`config.mk`:
```
export PLATFORM = sky130hd
export DESIGN_NAME = crc16_framed_command_deframer_core_flat
export DESIGN_NICKNAME = d
export VERILOG_FILES = /design/src/rtl/cfd_pkg.sv /design/src/rtl/cfd_intf.sv /design/src/rtl/cfd_cfg_regs.sv /design/src/rtl/cfd_in_stage.sv /design/src/rtl/cfd_parser.sv /design/src/rtl/crc16_framed_command_deframer_core.sv /design/src/flat_wrapper.sv
export VERILOG_INCLUDE_DIRS = /design/src /design/src/rtl
export SDC_FILE = /design/constraint.sdc
export NUM_CORES = 1
export LEC_CHECK = 0
export BUFFER_PORTS_ARGS = -buffer_cell sky130_fd_sc_hd__clkbuf_2
export CORE_MARGIN = 4
export CORE_UTILIZATION = 35
export DETAILED_ROUTE_END_ITERATION = 8
export GPL_TIMING_DRIVEN = 0
export PLACE_DENSITY = 0.62
export SLEW_MARGIN = 10
export SYNTH_ARGS = -nofsm -noshare
export SYNTH_HDL_FRONTEND = slang
export SYNTH_SLANG_ARGS = --single-unit
export TNS_END_PERCENT = 5
```
`constraint.sdc`:
```
create_clock -name clk -period 15.5 [get_ports clk]
set_clock_uncertainty 0.1 [all_clocks]
set_input_delay 0.775 -clock clk [delete_from_list [all_inputs] [get_ports clk]]
set_output_delay 0.775 -clock clk [all_outputs]
set_load 0.005 [all_outputs]
```
`src/rtl/crc16_framed_command_deframer_core_macros.svh`:
```
// ----------------------------------------------------------------------------
// CRC-16 framed command deframer - assertion macros
// Concurrent check shorthands; all sample on clk and are off during reset.
// ----------------------------------------------------------------------------
`ifndef CRC16_FRAMED_COMMAND_DEFRAMER_CORE_MACROS_SVH
`define CRC16_FRAMED_COMMAND_DEFRAMER_CORE_MACROS_SVH

// Condition must hold at every clock edge
`define CFD_ASSERT(lbl, cond) \
  lbl: assert property (@(posedge clk) disable iff (!rst_n) (cond)) \
    else $error("deframer check failed");

// Same-cycle implication
`define CFD_ASSERT_IMP(lbl, ante, cons) \
  lbl: assert property (@(posedge clk) disable iff (!rst_n) (ante) |-> (cons)) \
    else $error("deframer implication failed");

// Next-cycle implication
`define CFD_ASSERT_NXT(lbl, ante, cons) \
  lbl: assert property (@(posedge clk) disable iff (!rst_n) (ante) |=> (cons)) \
    else $error("deframer next-cycle check failed");

`endif

```
`src/rtl/cfd_pkg.sv`:
```
`timescale 1ns / 1ps
// ----------------------------------------------------------------------------
// CRC-16 framed command deframer - package
// Shared constants, payload types and the byte-wide CRC-16/MODBUS update.
// ----------------------------------------------------------------------------
package cfd_pkg;

  localparam int NUM_SOURCES = 2;
  localparam int MAX_PAYLOAD = 255;

  // Frame byte positions within one channel's parser
  localparam logic [8:0] POS_HUNT    = 9'd0;
  localparam logic [8:0] POS_SYNC2   = 9'd1;
  localparam logic [8:0] POS_VERSION = 9'd2;
  localparam logic [8:0] POS_KIND    = 9'd3;
  localparam logic [8:0] POS_SET     = 9'd4;
  localparam logic [8:0] POS_ID      = 9'd5;
  localparam logic [8:0] POS_SEQ_LO  = 9'd6;
  localparam logic [8:0] POS_SEQ_HI  = 9'd7;
  localparam logic [8:0] POS_LEN     = 9'd8;
  localparam logic [8:0] HDR_END     = 9'd9;
  // last position reachable: header, full payload, two CRC bytes
  localparam logic [8:0] POS_LAST    = 9'(9 + MAX_PAYLOAD + 1);

  localparam logic [15:0] CRC_INIT = 16'hFFFF;
  localparam logic [15:0] CRC_POLY = 16'hA001;

  // Register reset values
  localparam logic [7:0] SYNC_FIRST_RST  = 8'h5A;
  localparam logic [7:0] SYNC_SECOND_RST = 8'hA5;
  localparam logic [7:0] VERSION_RST     = 8'h01;

  // Configuration register indexes
  typedef enum logic [1:0] {
    CFG_SYNC_FIRST  = 2'd0,
    CFG_SYNC_SECOND = 2'd1,
    CFG_VERSION     = 2'd2
  } cfg_index_t;

  typedef enum logic [1:0] {
    KIND_PAYLOAD  = 2'd0,
    KIND_CRC_GOOD = 2'd1,
    KIND_CRC_BAD  = 2'd2
  } kind_t;

  typedef struct packed {
    logic       source;
    logic [7:0] data_byte;
  } in_item_t;

  typedef struct packed {
    kind_t       kind;
    logic        out_source;
    logic [7:0]  payload_byte;
    logic [7:0]  payload_index;
    logic [7:0]  msg_kind;
    logic [7:0]  command_set;
    logic [7:0]  command_id;
    logic [15:0] sequence_res;
    logic [7:0]  payload_length;
  } out_item_t;

  typedef struct packed {
    logic [7:0] sync_first;
    logic [7:0] sync_second;
    logic [7:0] expected_version;
  } cfg_t;

  // Input register contents handed to the parser
  typedef struct packed {
    logic     valid;
    in_item_t item;
  } stage_t;

  // One byte through CRC-16/MODBUS, reflected, LSB first
  function automatic logic [15:0] crc16_update(input logic [15:0] crc,
                                               input logic [7:0]  b);
    logic [15:0] c;
    c = crc ^ {8'h00, b};
    for (int i = 0; i < 8; i++) begin
      c = c[0] ? ((c >> 1) ^ CRC_POLY) : (c >> 1);
    end
    return c;
  endfunction

endpackage

```
`src/rtl/cfd_intf.sv`:
```
`timescale 1ns / 1ps
// ----------------------------------------------------------------------------
// CRC-16 framed command deframer - channel interfaces
// Valid/ready channels for received bytes, results and register writes.
// ----------------------------------------------------------------------------

// Received byte channel
interface cfd_in_if;
  import cfd_pkg::*;
  logic     valid;
  logic     ready;
  in_item_t data;
  modport source (output valid, output data, input ready);
  modport sink (input valid, input data, output ready);
endinterface

// Result channel
interface cfd_out_if;
  import cfd_pkg::*;
  logic      valid;
  logic      ready;
  out_item_t data;
  modport source (output valid, output data, input ready);
  modport sink (input valid, input data, output ready);
endinterface

// Register write channel
interface cfd_cfg_if;
  logic       valid;
  logic       ready;
  logic [1:0] index;
  logic [7:0] data;
  modport source (output valid, output index, output data, input ready);
  modport sink (input valid, input index, input data, output ready);
endinterface

```
`src/rtl/cfd_cfg_regs.sv`:
```
`timescale 1ns / 1ps
// ----------------------------------------------------------------------------
// CRC-16 framed command deframer - configuration registers
// Sync bytes and expected version, written one register per request.
// ----------------------------------------------------------------------------
module cfd_cfg_regs (
  input  logic          clk,
  input  logic          rst_n,
  input  logic          wr_valid,
  output logic          wr_ready,
  input  logic [1:0]    wr_index,
  input  logic [7:0]    wr_data,
  output cfd_pkg::cfg_t cfg
);
  import cfd_pkg::*;

  cfg_t cfg_r;

  // Always able to take a write
  assign wr_ready = 1'b1;
  assign cfg      = cfg_r;

  // Register file; unknown indexes are dropped
  always_ff @(posedge clk) begin
    if (!rst_n) begin
      cfg_r.sync_first       <= SYNC_FIRST_RST;
      cfg_r.sync_second      <= SYNC_SECOND_RST;
      cfg_r.expected_version <= VERSION_RST;
    end else if (wr_valid) begin
      unique case (cfg_index_t'(wr_index))
        CFG_SYNC_FIRST:  cfg_r.sync_first       <= wr_data;
        CFG_SYNC_SECOND: cfg_r.sync_second      <= wr_data;
        CFG_VERSION:     cfg_r.expected_version <= wr_data;
        default: ;
      endcase
    end
  end

endmodule

```
`src/rtl/cfd_in_stage.sv`:
```
`timescale 1ns / 1ps
// ----------------------------------------------------------------------------
// CRC-16 framed command deframer - input register
// Captures one received byte; refills in the cycle the parser drains it.
// ----------------------------------------------------------------------------
module cfd_in_stage (
  input  logic              clk,
  input  logic              rst_n,
  input  logic              in_valid,
  output logic              in_ready,
  input  cfd_pkg::in_item_t in_item,
  input  logic              advance,
  output cfd_pkg::stage_t   stage
);
  import cfd_pkg::*;

  logic     valid_r;
  in_item_t item_r;

  assign in_ready    = !valid_r || advance;
  assign stage.valid = valid_r;
  assign stage.item  = item_r;

  // Valid flag
  always_ff @(posedge clk) begin
    if (!rst_n) begin
      valid_r <= 1'b0;
    end else if (in_ready) begin
      valid_r <= in_valid;
    end
  end

  // Payload, no reset needed
  always_ff @(posedge clk) begin
    if (in_ready && in_valid) begin
      item_r <= in_item;
    end
  end

endmodule

```
`src/rtl/cfd_parser.sv`:
```
`timescale 1ns / 1ps
// ----------------------------------------------------------------------------
// CRC-16 framed command deframer - per-channel parser
// Reads the channel state for the registered byte, updates it and loads
// the result register in the same cycle.
// ----------------------------------------------------------------------------
module cfd_parser (
  input  logic               clk,
  input  logic               rst_n,
  input  cfd_pkg::cfg_t      cfg,
  input  cfd_pkg::stage_t    stage,
  output logic               advance,
  output logic               out_valid,
  input  logic               out_ready,
  output cfd_pkg::out_item_t out_data
);
  import cfd_pkg::*;

  `include "crc16_framed_command_deframer_core_macros.svh"

  // Per-channel state
  logic [8:0]  pos_r     [NUM_SOURCES];
  logic [23:0] ksi_r     [NUM_SOURCES];
  logic [15:0] seq_r     [NUM_SOURCES];
  logic [7:0]  len_r     [NUM_SOURCES];
  logic [15:0] crc_r     [NUM_SOURCES];
  logic [7:0]  crc_lo_r  [NUM_SOURCES];
  logic        ver_ok_r  [NUM_SOURCES];

  logic      out_valid_r;
  out_item_t out_data_r;

  logic        src;
  logic [7:0]  b;
  logic        src_ok;
  logic [8:0]  cur_pos;
  logic [7:0]  cur_len;
  logic [15:0] cur_crc;
  logic [15:0] crc_b;
  logic [8:0]  end_pos;

  logic [8:0]  pos_nxt;
  logic [23:0] ksi_nxt;
  logic [15:0] seq_nxt;
  logic [7:0]  len_nxt;
  logic [15:0] crc_nxt;
  logic [7:0]  crc_lo_nxt;
  logic        ver_ok_nxt;
  logic        clr;
  logic        emit;
  out_item_t   res;

  assign src     = stage.item.source;
  assign b       = stage.item.data_byte;
  assign src_ok  = (32'(src) < NUM_SOURCES);
  assign cur_pos = pos_r[src];
  assign cur_len = len_r[src];
  assign cur_crc = crc_r[src];
  assign crc_b   = crc16_update(cur_crc, b);
  assign end_pos = HDR_END + {1'b0, cur_len};

  // Stage moves when the result register is empty or being drained
  assign advance   = stage.valid && (!out_valid_r || out_ready);
  assign out_valid = out_valid_r;
  assign out_data  = out_data_r;

  // Frame state machine for one byte
  always_comb begin
    pos_nxt    = cur_pos;
    ksi_nxt    = ksi_r[src];
    seq_nxt    = seq_r[src];
    len_nxt    = cur_len;
    crc_nxt    = cur_crc;
    crc_lo_nxt = crc_lo_r[src];
    ver_ok_nxt = ver_ok_r[src];
    clr        = 1'b0;
    emit       = 1'b0;
    res        = '0;
    res.kind       = KIND_PAYLOAD;
    res.out_source = src;

    priority if (cur_pos == POS_HUNT) begin
      if (b == cfg.sync_first) pos_nxt = POS_SYNC2;
    end else if (cur_pos == POS_SYNC2) begin
      if (b == cfg.sync_second) begin
        pos_nxt = POS_VERSION;
        crc_nxt = CRC_INIT;
      end else begin
        // broken sync; a repeated first sync byte restarts the frame
        clr     = 1'b1;
        pos_nxt = (b == cfg.sync_first) ? POS_SYNC2 : POS_HUNT;
      end
    end else if (cur_pos < HDR_END) begin
      crc_nxt = crc_b;
      pos_nxt = cur_pos + 9'd1;
      unique case (cur_pos)
        POS_VERSION: ver_ok_nxt      = (b == cfg.expected_version);
        POS_KIND:    ksi_nxt[23:16]  = b;
        POS_SET:     ksi_nxt[15:8]   = b;
        POS_ID:      ksi_nxt[7:0]    = b;
        POS_SEQ_LO:  seq_nxt[7:0]    = b;
        POS_SEQ_HI:  seq_nxt[15:8]   = b;
        default:     len_nxt         = b;
      endcase
      // header done: bad version or oversize length drops the frame
      if (cur_pos == POS_LEN &&
          (!ver_ok_r[src] || ({1'b0, b} > 9'(MAX_PAYLOAD)))) begin
        clr     = 1'b1;
        pos_nxt = POS_HUNT;
      end
    end else if (cur_pos < end_pos) begin
      // payload byte, passed straight through
      crc_nxt           = crc_b;
      pos_nxt           = cur_pos + 9'd1;
      emit              = 1'b1;
      res.payload_byte  = b;
      res.payload_index = 8'(cur_pos - HDR_END);
    end else if (cur_pos == end_pos) begin
      crc_lo_nxt = b;
      pos_nxt    = cur_pos + 9'd1;
    end else begin
      // second CRC byte closes the frame
      emit               = 1'b1;
      res.kind           = ({b, crc_lo_r[src]} == cur_crc) ? KIND_CRC_GOOD
                                                           : KIND_CRC_BAD;
      res.msg_kind       = ksi_r[src][23:16];
      res.command_set    = ksi_r[src][15:8];
      res.command_id     = ksi_r[src][7:0];
      res.sequence_res   = seq_r[src];
      res.payload_length = cur_len;
      clr                = 1'b1;
      pos_nxt            = POS_HUNT;
    end

    if (clr) begin
      ksi_nxt    = '0;
      seq_nxt    = '0;
      len_nxt    = '0;
      crc_nxt    = CRC_INIT;
      crc_lo_nxt = '0;
      ver_ok_nxt = 1'b0;
    end

    if (!src_ok) emit = 1'b0;
  end

  // Channel state write-back
  always_ff @(posedge clk) begin
    if (!rst_n) begin
      for (int s = 0; s < NUM_SOURCES; s++) begin
        pos_r[s]    <= POS_HUNT;
        ksi_r[s]    <= '0;
        seq_r[s]    <= '0;
        len_r[s]    <= '0;
        crc_r[s]    <= CRC_INIT;
        crc_lo_r[s] <= '0;
        ver_ok_r[s] <= 1'b0;
      end
    end else if (advance && src_ok) begin
      pos_r[src]    <= pos_nxt;
      ksi_r[src]    <= ksi_nxt;
      seq_r[src]    <= seq_nxt;
      len_r[src]    <= len_nxt;
      crc_r[src]    <= crc_nxt;
      crc_lo_r[src] <= crc_lo_nxt;
      ver_ok_r[src] <= ver_ok_nxt;
    end
  end

  // Result register
  always_ff @(posedge clk) begin
    if (!rst_n) begin
      out_valid_r <= 1'b0;
    end else if (advance) begin
      out_valid_r <= emit;
    end else if (out_ready) begin
      out_valid_r <= 1'b0;
    end
  end

  always_ff @(posedge clk) begin
    if (advance && emit) begin
      out_data_r <= res;
    end
  end

  // Checks
  for (genvar g = 0; g < NUM_SOURCES; g++) begin : g_pos_chk
    `CFD_ASSERT(a_pos_range, pos_r[g] <= POS_LAST)
  end

  `CFD_ASSERT_IMP(a_payload_no_hdr,
                  out_valid_r && out_data_r.kind == KIND_PAYLOAD,
                  out_data_r.sequence_res == '0 && out_data_r.payload_length == '0 &&
                  out_data_r.msg_kind == '0)
  `CFD_ASSERT_IMP(a_end_no_payload,
                  out_valid_r && out_data_r.kind != KIND_PAYLOAD,
                  out_data_r.payload_byte == '0 && out_data_r.payload_index == '0)
  `CFD_ASSERT_IMP(a_stall_only_full, stage.valid && !advance,
                  out_valid_r && !out_ready)

endmodule

```
`src/rtl/crc16_framed_command_deframer_core.sv`:
```
`timescale 1ns / 1ps
// ----------------------------------------------------------------------------
// CRC-16 framed command deframer - top level
// Per-channel frame parser with sync hunt, header capture and CRC check.
// ----------------------------------------------------------------------------
// Takes one received byte per clock from any channel, unless a result is
// waiting and not taken, and keeps a separate parser per channel. Each
// byte is first held in the input register; then its channel's state is
// read, advanced through a byte-wide CRC-16/MODBUS update and written back
// while the result register loads, and the result is offered from that
// register. Payload bytes are passed on as they arrive; the second CRC byte
// gives one frame-end result with the header fields and the CRC verdict, so
// the payload of a frame that ends with a bad CRC must be dropped downstream.
// Input ready falls only when a result is waiting and not taken. Reset puts
// every channel back to sync hunting at once; registers may be written at any
// time the block holds no byte in flight.
module crc16_framed_command_deframer_core (
  input logic              clk,
  input logic              rst_n,
  cfd_in_if.sink           in_ch,
  cfd_out_if.source        out_ch,
  cfd_cfg_if.sink          cfg_ch
);
  import cfd_pkg::*;

  cfg_t   cfg;
  stage_t stage;
  logic   advance;

  // Register file
  cfd_cfg_regs u_cfg_regs (
    .clk      (clk),
    .rst_n    (rst_n),
    .wr_valid (cfg_ch.valid),
    .wr_ready (cfg_ch.ready),
    .wr_index (cfg_ch.index),
    .wr_data  (cfg_ch.data),
    .cfg      (cfg)
  );

  // Input register
  cfd_in_stage u_in_stage (
    .clk      (clk),
    .rst_n    (rst_n),
    .in_valid (in_ch.valid),
    .in_ready (in_ch.ready),
    .in_item  (in_ch.data),
    .advance  (advance),
    .stage    (stage)
  );

  // Parser and result register
  cfd_parser u_parser (
    .clk       (clk),
    .rst_n     (rst_n),
    .cfg       (cfg),
    .stage     (stage),
    .advance   (advance),
    .out_valid (out_ch.valid),
    .out_ready (out_ch.ready),
    .out_data  (out_ch.data)
  );

endmodule
```
`src/flat_wrapper.sv`:
```
// flat-port wrapper written by rule: the top's interface ports become plain ports
module crc16_framed_command_deframer_core_flat import cfd_pkg::*;
  (clk, rst_n, in_ch_valid, in_ch_data, in_ch_ready, out_ch_valid, out_ch_data, out_ch_ready, cfg_ch_valid, cfg_ch_index, cfg_ch_data, cfg_ch_ready);
  cfd_in_if in_ch_i ();
  cfd_out_if out_ch_i ();
  cfd_cfg_if cfg_ch_i ();
  input logic clk;
  input logic rst_n;
  input wire logic [$bits(in_ch_i.valid)-1:0] in_ch_valid;
  input wire logic [$bits(in_ch_i.data)-1:0] in_ch_data;
  output wire logic [$bits(in_ch_i.ready)-1:0] in_ch_ready;
  output wire logic [$bits(out_ch_i.valid)-1:0] out_ch_valid;
  output wire logic [$bits(out_ch_i.data)-1:0] out_ch_data;
  input wire logic [$bits(out_ch_i.ready)-1:0] out_ch_ready;
  input wire logic [$bits(cfg_ch_i.valid)-1:0] cfg_ch_valid;
  input wire logic [$bits(cfg_ch_i.index)-1:0] cfg_ch_index;
  input wire logic [$bits(cfg_ch_i.data)-1:0] cfg_ch_data;
  output wire logic [$bits(cfg_ch_i.ready)-1:0] cfg_ch_ready;
  assign in_ch_i.valid = in_ch_valid;
  assign in_ch_i.data = in_ch_data;
  assign in_ch_ready = in_ch_i.ready;
  assign out_ch_valid = out_ch_i.valid;
  assign out_ch_data = out_ch_i.data;
  assign out_ch_i.ready = out_ch_ready;
  assign cfg_ch_i.valid = cfg_ch_valid;
  assign cfg_ch_i.index = cfg_ch_index;
  assign cfg_ch_i.data = cfg_ch_data;
  assign cfg_ch_ready = cfg_ch_i.ready;
  crc16_framed_command_deframer_core u_core (.clk(clk), .rst_n(rst_n), .in_ch(in_ch_i), .out_ch(out_ch_i), .cfg_ch(cfg_ch_i));
endmodule
```
==> results.md, run 1 <==
- Hold repair after CTS inserted 0 buffers.
- The combined area of all synthesized cells is 0.01286 sq mm.
- Subtracting the final worst setup slack from the clock period gives between 5000 and 6000 ps.
- At the placement stage, the worst setup path has a slack of a little under 10,000 ps.
- TritonCTS built the clock tree.
- The largest net degree at the start of global routing is 66.
- The remaining routing DRC violations is 0.
- The number of failing hold endpoints at the final stage was 0.
- Input and output buffers added on the ports amount to 92.
- The first-pass iteration count of the detailed router is 6.
- The path type of the worst min-delay path is input pin to flop.
- The total congestion overflow is 0.
- The core region is 0.03591 sq mm.
- The mean routed wirelength per cell is roughly 19 um.
- Summing all multi-input logic gate instances after layout gives between 0.004 and 0.005 sq mm.
- The global-route wire length before repair is 48,910 um.
- Clock-pin slew was measured on the worst setup and hold paths at 60 ps.
- Clock tree synthesis inserted a total of 28 buffers.
- The congestion estimate from routability-driven global placement came to just under 0.9.
- From synthesis to final layout, the design area changed by 15.99%.
- The max-cap check violation count is 0.
- In this run the mean area of a mapped cell was about 12 sq um.
- The number of synthesized flops with an enable pin is about 240.
- Clock tree synthesis found a total of around 270 sinks.
- The finished layout holds roughly 1,600 standard cells, fillers aside.
- In the routed layout, each cell is associated on average with a via count of approximately 5.1.
- The source-to-sink clock delay at the later pin of the worst-skew pair is 550 ps.
- The quantity of gates resized following cts is 0.
- Of the synthesized area, sequential elements account for 0.6010.
- The die outline area is ~0.04 sq mm.
- The number of nets handed over by synthesis was 1,076.
- The post-CTS setup buffer count is 0.
- The area share of the largest cell type after synthesis is 0.5558.
- Setup repair after global routing left no endpoint under its margin.
- The count of different cell masters after synthesis is 56.
- The maximum fanout count along the critical path is 10.
- The initial standard-cell utilization of the core is 0.3580.
- The end-of-flow core utilization is 0.4153.
- After detailed placement, the design holds a cell count of between 1,500 and 2,000.
- The share of synthesized flip-flops with an asynchronous set or reset is 0.
- The via count of the first global-routing pass is approximately 8,400.
- STA classifies the critical path endpoint as a flop.
- The final critical-path share of the clock period is 0.3824.
- The maximum root-to-sink buffer count is 3.
- For the worst setup path, the data arrival time is a little over 6000 ps.
- Synthesis handed over a netlist of 1,037 instances.
- The slack of the critical path is 9573 ps.
- For the pin with the worst max-slew slack, the measured transition is between 1000 and 1500 ps.
- The floorplan step set the die width to between 150 and 200 um.
- After filler insertion, the fill cell instance count of the layout stands at 3,356.
- On the final layout, the worst hold slack is 303.4 ps.
- The flow ran to the end, and the final reports show no timing, DRC or antenna violations.
- CTS built an H-tree with a depth of 1.
- In this run the remaining antenna-violating nets after routing total 0.
- The number of synthesized register bits is between 200 and 300.
- The critical path required time is 15,800 ps.
- The initial antenna violation count was 0.
- The top flip-flop cell by instance count after synthesis is edfxtp_1.
- In this run the power density over the cells is between 100 and 150 mW/mm^2.
- The sequential cell area in the final layout is 0.007727 sq mm.
- The final layout contains roughly 1,200 nets.
- Summed over all failing endpoints, the final setup total negative slack is 0 ps.
- The cell row count is between 60 and 70.
- The setup-violating endpoint count in the final report is 0.
- The number of max-slew violations in the final report is 0.
- The height of the die is between 150 and 200 um.
- The maximum VDD drop is around 72 uV.
- The setup path with the least slack is of type flop to flop.
- In the post-synthesis netlist, the biggest area contributors are edfxtp_1 (56%), mux2i_1 (7.8%), nor2_1 (4.7%).
- The number of ports placed on the die boundary is 94.
- The library cell with the largest summed area after synthesis is edfxtp_1.
- The count of yosys warnings during synthesis is 0.
- The routed design has between 30,000 and 40,000 um of wire.
- The post-DP HPWL is 21,710 um.
- STA classifies the critical path startpoint as a flop.
- Across every metal layer, demand over resource in global routing totals 0.1584.
- The detailed-route via count is roughly 8,400.
- The violation count after the first detailed-route iteration is 676.
- For this design the static power due to leakage is 5.606 nW.
- The normalized max-slew margin is 0.2150.
- Derived from the worst setup path, the maximum achievable clock frequency is roughly 0.17 GHz.
- The clock tree root buffer cell is clkbuf_16.
- Of the cells placed in the final design, the portion with a size suffix greater than 1 is 0.1877.
==> cells in the mapped netlist, types with 2 or more instances <==
| master | n |
|---|---|
| a21boi_0 | 2 |
| a21o_1 | 2 |
| a21oi_1 | 23 |
| a221oi_2 | 2 |
| a31oi_1 | 2 |
| and2_1 | 49 |
| and3_1 | 2 |
| buf_1 | 2 |
| buf_2 | 11 |
| buf_4 | 3 |
| buf_6 | 8 |
| clkbuf_1 | 26 |
| dfxtp_1 | 29 |
| edfxtp_1 | 238 |
| ha_1 | 15 |
| inv_1 | 15 |
| mux2_2 | 48 |
| mux2i_1 | 100 |
| mux2i_2 | 2 |
| nand2_1 | 77 |
| nand2b_1 | 2 |
| nand3_1 | 14 |
| nand3b_1 | 3 |
| nand4_1 | 10 |
| nor2_1 | 162 |
| nor2b_1 | 16 |
| nor3_1 | 15 |
| nor3b_1 | 5 |
| nor4_1 | 7 |
| nor4b_1 | 2 |
| o211ai_1 | 2 |
| o21a_1 | 4 |
| o21ai_0 | 18 |
| o21ai_2 | 2 |
| o22ai_1 | 8 |
| o2bb2ai_1 | 9 |
| o31ai_1 | 2 |
| or3_1 | 4 |
| or3b_1 | 2 |
| xnor2_1 | 51 |
| xnor2_2 | 2 |
| xor2_1 | 27 |
==> registers in the layout (all words and copies together) (netlist names), 2 cells and up, named ones only <==
name / count
u_core.u_parser.crc_lo_r: 16
u_core.u_cfg_regs.cfg: 24
u_core.u_parser.crc_r: 32
u_core.u_parser.seq_r: 32
u_core.u_in_stage.stage: 9
u_core.u_parser.out_data: 67
u_core.u_parser.pos_r: 18
u_core.u_parser.ksi_r: 48
u_core.u_parser.len_r: 16
u_core.u_parser.ver_ok_r: 2
==> area by class of cell <==
cell class,count,area share
diodes,1,0.0001678
plain buffers,50,0.01829
clock buffers,35,0.05252
clock inverters,16,0.008473
inverters,15,0.003775
multi-input cells,705,0.3236
flip-flops and latches,267,0.5181
well taps,461,0.03867
repair buffers,95,0.03641
==> routing by layer <==
layer | track usage | part of all wire | vias to the layer above
met5 | 0 | 0 | -
met4 | 0.02692 | 0.012 | 0
met3 | 0.02276 | 0.056 | 31
met2 | 0.2722 | 0.49 | 254
met1 | 0.2174 | 0.44 | 4135
li1 | - | - | 3963
==> power by group <==
group          total (mW)  internal (mW)  switching, mW
Combinational       0.236         0.0875          0.148
Sequential          0.840          0.826         0.0137
Clock               0.654          0.376          0.278
Total                1.73           1.29          0.440
==> logic make-up after synthesis <==
family	Yosys count	share of synthesized area
AND/OR/NAND/NOR	373	0.1344
flip-flops	267	0.6010
multiplexers	150	0.1220
AO/OA/AOI/OAI	84	0.04291
XOR/XNOR	82	0.05926
buffers and inverters	65	0.02559
adder cells (fa/ha/maj)	15	0.01460
other	1	0.0002916
==> stage by stage <==
stage	power, mW	instance area [sq um]
CTS	1.747	14910
floorplan	1.009	12860
global route	1.803	14910
finish	1.729	14910
global placement	1.088	13900
detailed placement	1.091	14000
==> path summary, 6_finish.rpt <==
| path | slack, ps | startpoint | to | cells after the start |
|---|---|---|---|---|
| worst max-delay path | 9570 | flop | u_core.u_parser.pos_r[0][1] | 16 |
| worst min-delay path | 300 | in_ch_data[0] | u_core.u_in_stage.stage[0] | 1 |
| worst max register to register | 9570 | flop | u_core.u_parser.pos_r[0][1] | 16 |
| worst min register to register | 390 | u_core.u_cfg_regs.cfg[19] | u_core.u_cfg_regs.cfg[19] | 2 |
==> worst max-delay path, stage by stage (launching register included) <==
cell and delay (ps):
dfxtp_1 380, buf_2 350, buf_2 360, buf_2 390, buf_1 590, mux2i_1 280
nor3_1 360, nand3_1 120, ha_1 320, nand3_1 150, nor3_1 940, a21oi_1 60
a21boi_1 260, clkbuf_1 420, o31ai_1 410, o21ai_0 170, nor2_1 110
==> layout by cell type (no fill, tap or decap), drive strengths merged, types with 14 or more instances in the layout <==
cell | Yosys | layout
edfxtp | 238 | 238
nor2 | 162 | 162
clkbuf | 26 | 153
mux2i | 102 | 102
nand2 | 77 | 77
xnor2 | 53 | 53
and2 | 49 | 49
mux2 | 48 | 48
dfxtp | 29 | 29
xor2 | 27 | 27
buf | 24 | 27
a21oi | 24 | 24
o21ai | 21 | 21
nor2b | 16 | 16
nor3 | 16 | 16
inv | 15 | 16
ha | 15 | 15
nand3 | 14 | 14
Note: power is estimated with default switching activity, not from simulation.
==> run 2, diff against run 1 <==
--- a/config.mk
+++ b/config.mk
@@ -6,12 +6,13 @@
 export SDC_FILE = /design/constraint.sdc
 export NUM_CORES = 1
 export LEC_CHECK = 0
+export ABC_AREA = 1
 export BUFFER_PORTS_ARGS = -buffer_cell sky130_fd_sc_hd__clkbuf_2
 export CORE_MARGIN = 4
 export CORE_UTILIZATION = 35
 export DETAILED_ROUTE_END_ITERATION = 8
 export GPL_TIMING_DRIVEN = 0
-export PLACE_DENSITY = 0.62
+export PLACE_DENSITY = 0.64
 export SLEW_MARGIN = 10
 export SYNTH_ARGS = -nofsm -noshare
 export SYNTH_HDL_FRONTEND = slang
==> constraint.sdc (replaced) <==
create_clock -name clk -period 5.3 [get_ports clk]
set_clock_uncertainty 0.1 [all_clocks]
set_input_delay 0.265 -clock clk [delete_from_list [all_inputs] [get_ports clk]]
set_output_delay 0.265 -clock clk [all_outputs]
set_load 0.005 [all_outputs]
==> run 2 against run 1 <==
Net effect: utilization is essentially flat; clock power grew to 2.9 times the previous value; via count grew 18%; global-route usage grew 1.1 points; die area grew 3.1%; non-clock buffer count grew 27; sequential share of layout area shrank 2.2 points; first-iteration DRC count grew 16%; wire length grew 12%; worst hold slack lost 240 ps; critical endpoint is now u_core.u_parser.crc_r[0][1].
==> results.md, run 2 <==
- The run finished with clean final reports.
- The total power after layout is roughly 5.4 mW.
- The commonest cells after synthesis are nor2_1 (257), edfxtp_1 (238), nand2_1 (238), inv_1 (69), nand3_1 (67).
- The worst stage delay on the critical path is around 500 ps.
- The start-to-end type of the worst setup path is flop to flop.
- The netlist uses 48 different library cells.
- The first global-routing pass estimated 55,110 um of wire.
- The remaining routing DRC violations is 0.
- The met2 wire length is between 15,000 and 20,000 um.
- Counting flops with a built-in enable in the synthesized netlist gives approximately 240.
- The maximum fanout count along the critical path is 19.
- The maximum root-to-sink buffer count is 3.
- The overall fraction of global-route tracks in use is 0.1698.
- Yosys printed 0 warnings.
- The share of synthesized flip-flops with an asynchronous set or reset is 0.
- Setup repair after global routing left no endpoint under its margin.
- Of all cell types, the one taking the most synthesized area is edfxtp_1.
- At the worst endpoint, the arrival time is between 5000 and 6000 ps.
- The floorplan step defined a die boundary enclosing between 0.04 and 0.05 sq mm.
- between 90 and 100 I/O pins were placed.
- The cell row count is 71.
- Summed over all cells, the static leakage comes to about 6.2 nW.
- The wire-length estimate of the detail-placed layout is 24,650 um.
- The average cell area after synthesis is between 10 and 15 sq um.
- The area growth from synthesis to final layout is 17.30%.
- In the synthesized netlist, the number of instances is between 1,000 and 1,500.
- The final wirelength is ~36,000 um.
- In this run the remaining antenna-violating nets after routing total 0.
- Headroom to the max-slew limit came out at 0.1549.
- The combined area of all synthesized cells is about 0.013 sq mm.
- In the final layout, the share of cells above drive strength 1 is 0.1709.
- The setup-violating endpoint count in the final report is 0.
- The die width is 202.7 um.
- The library cells used most frequently in the layout, excluding fill and tap cells, are nor2_1 (257), edfxtp_1 (238), nand2_1 (235).
- The signal on the critical path passes through buf_4 > buf_2 > buf_2 > o21ai_0 > inv_1 > nand3_1 > or3_1 > ha_1 > nand2_1 > nor2_1 > a211oi_1 > nand3_1 > nand2_2 > inv_1 > nor2_4 > nand2_2 > a211oi_1 > nand2_1.
- The antenna diode count is 0.
- The initial antenna violation count is 0.
- In this run the tool buffered the top-level ports with approximately 90 buffer cells.
- The source-to-sink clock delay at the later pin of the worst-skew pair is 550 ps.
- The detailed-routing wirelength on met1 is approximately 15,000 um.
- Dividing total power by cell area gives a power density of roughly 350 mW/mm^2.
- The number of cells on the critical path is 18.
- The clock slew at the register clock pins of the worst setup and hold paths is roughly 60 ps.
- Dividing the detail-routed via count by the number of cells gives about 5.0.
- In the post-synthesis netlist, the biggest area contributors are edfxtp_1 (54%), nor2_1 (7.3%), nand2_1 (6.7%).
- Among cell families on the critical path, the largest total delay comes from simple AND/OR/NAND/NOR gates.
- The final design area excluding fillers is about 0.016 sq mm.
- In the post-synthesis netlist, the cell with the most instances is nor2_1.
- The kind of start point of the critical path is a flop.
- The highest layer used for signal routing is met4.
- The total clock buffers created by CTS is 28.
- The height of the die is 202.7 um.
- TritonCTS built the clock tree.
- At the end of the flow, the number of nets in the layout was ~1,500.
- The termination of the worst setup path is u_core.u_parser.crc_r[0][1].
- The clock sink count is 267.
- The core area is 0.03749 sq mm.
- The post-synthesis sequential area ratio is 0.5824.
- In the detailed route, the total length drawn on met3 is roughly 2300 um.
- The placed cell area is between 0.01 and 0.015 sq mm.
- The slowest stage of the critical path is the dfxtp_1 cell.
- Leaving out fill and tap cells, the most frequent cell in the layout is nor2_1.
- The largest net degree at the start of global routing is around 50.
- The violation count after the first detailed-route iteration is 786.
- The congestion estimate from routability-driven global placement came to just over 0.9.
- The number of H-tree branching levels is 1.
- In this run the critical register-to-register path is captured at u_core.u_parser.crc_r[0][1].
- The capturing element type of the critical path is a flop.
- The worst path in the final design needs a cycle of around 5000 ps, including I/O delays and setup.
- The clock tree root buffer cell is clkbuf_16.
- STA puts the critical path data required time at 5460 ps.
- The initial utilization of the core area, before any placement, comes to 0.3539.
- Counting flops and latches in the post-synthesis netlist gives approximately 270.
- The total overflow left after global routing is 0.
- The maximum operating frequency is about 0.2 GHz.
- The tool flagged a number of max-cap violations equal to 0.
- The final critical-path share of the clock period is 0.9226.
- The top flip-flop cell by instance count after synthesis is edfxtp_1.
- The number of nets in the synthesized netlist is ~1,300.
- The number of max-slew violations in the final report is 0.
- The via count of the first global-routing pass was approximately 10,000.
- The register with the most flip-flops in the layout has between 60 and 70 of them.
- The number of failing hold endpoints at the final stage is 0.
- The first-pass iteration count of the detailed router is 5.
- The critical path contains buffers and inverters numbering 5 combined.
- For the pin with the worst max-slew slack, the measured transition is 1268 ps.
- The setup slack on the worst flop-to-flop path is about 410 ps.
- The detailed-route via count is roughly 9,900.
- The path type of the worst min-delay path is input pin to flop.
- IR analysis of the VDD net gives a maximum drop of roughly 230 uV.
- The worst reg2reg path depth is 18.
- Final hold analysis gives a worst-case slack of about 59 ps.
- The worst hold path begins at cfg_ch_index[0].
- For this run, the share of the core covered by cells in the final layout is 0.4151.
- The mean routed wirelength per cell is 18.09 um.
- The area share of the largest cell type after synthesis is 0.5387.
[run 2: cell types whose count changed after synthesis, sizes merged, moves of 16 or more]
cell	delta
or2	+19
inv	+66
and2	-49
mux2	-48
mux2i	-47
nand2	+164
nor2b	-16
nor2	+99
o21ai	+34
o211ai	+57
xnor2	-38
nand3	+55
[run 2: timing repair]
action | CTS | global route
resized for setup | 1 | 6
endpoints found under the setup margin | 242 | 124
hold endpoints to repair | 35 | 0
pin swaps | 0 | 1
gates cloned | 0 | 0
buffers inserted | 0 | 1
hold buffers | 19 | 0
[run 2: cell families after synthesis]
kind of cell,share of synthesized area
AND/OR/NAND/NOR,0.1972
multiplexers,0.04149
adder cells (fa/ha/maj),0.01415
flip-flops,0.5824
buffers and inverters,0.04951
AO/OA/AOI/OAI,0.08459
other,0.0002826
XOR/XNOR,0.03037
[run 2: per-stage QoR]
stage               cells  setup TNS, ps  worst slack (ps)
global route         1974              0             28.09
global placement     1901        -254110             -1783
finish               1974              0             410.5
CTS                  1973              0             88.27
floorplan            1298              0             255.5
detailed placement   1904         -63350            -505.3
[run 2: layout make-up]
class / count / area, sq um
sequential: 267 / 7727
inverter: 82 / 317.8
timing repair buffer: 115 / 740.7
clock buffer: 38 / 758.2
buffer: 57 / 336.6
tap: 511 / 639.4
clock inverter: 14 / 126.4
fill: 3704 / 21930
multi-input combinational: 890 / 4916
[run 2: worst min-delay path by stage]
stage | end | slack, ps | cells after the start
3_5_place_dp | u_core.u_in_stage.stage[0] | 340 | 1
5_1_grt | u_core.u_cfg_regs.cfg[19] | 100 | 4
6_report | u_core.u_cfg_regs.cfg[19] | 60 | 4
2_1_floorplan | u_core.u_in_stage.stage[0] | 260 | 0
4_1_cts | u_core.u_cfg_regs.cfg[19] | 30 | 4
3_3_place_gp | u_core.u_in_stage.stage[4] | 350 | 1
[run 2: routing by layer]
metal / vias up / GRT usage
met1: 4785 / 0.2269
met5: - / 0
li1: 4748 / -
met3: 57 / 0.02540
met4: 0 / 0.03855
met2: 343 / 0.2939
[run 2: worst min-delay path, delay by kind of cell]
family | cells | cell delay, ps
AND/OR/NAND/NOR | 3 | 300
buffers and inverters | 1 | 90
[run 2: power by group]
part           total [mW]  internal (mW)  leakage, nW  switching [mW]
clock                1.91           1.10        0.438           0.811
sequential           2.46           2.43         2.54          0.0371
combinational        1.02          0.340         3.22           0.676
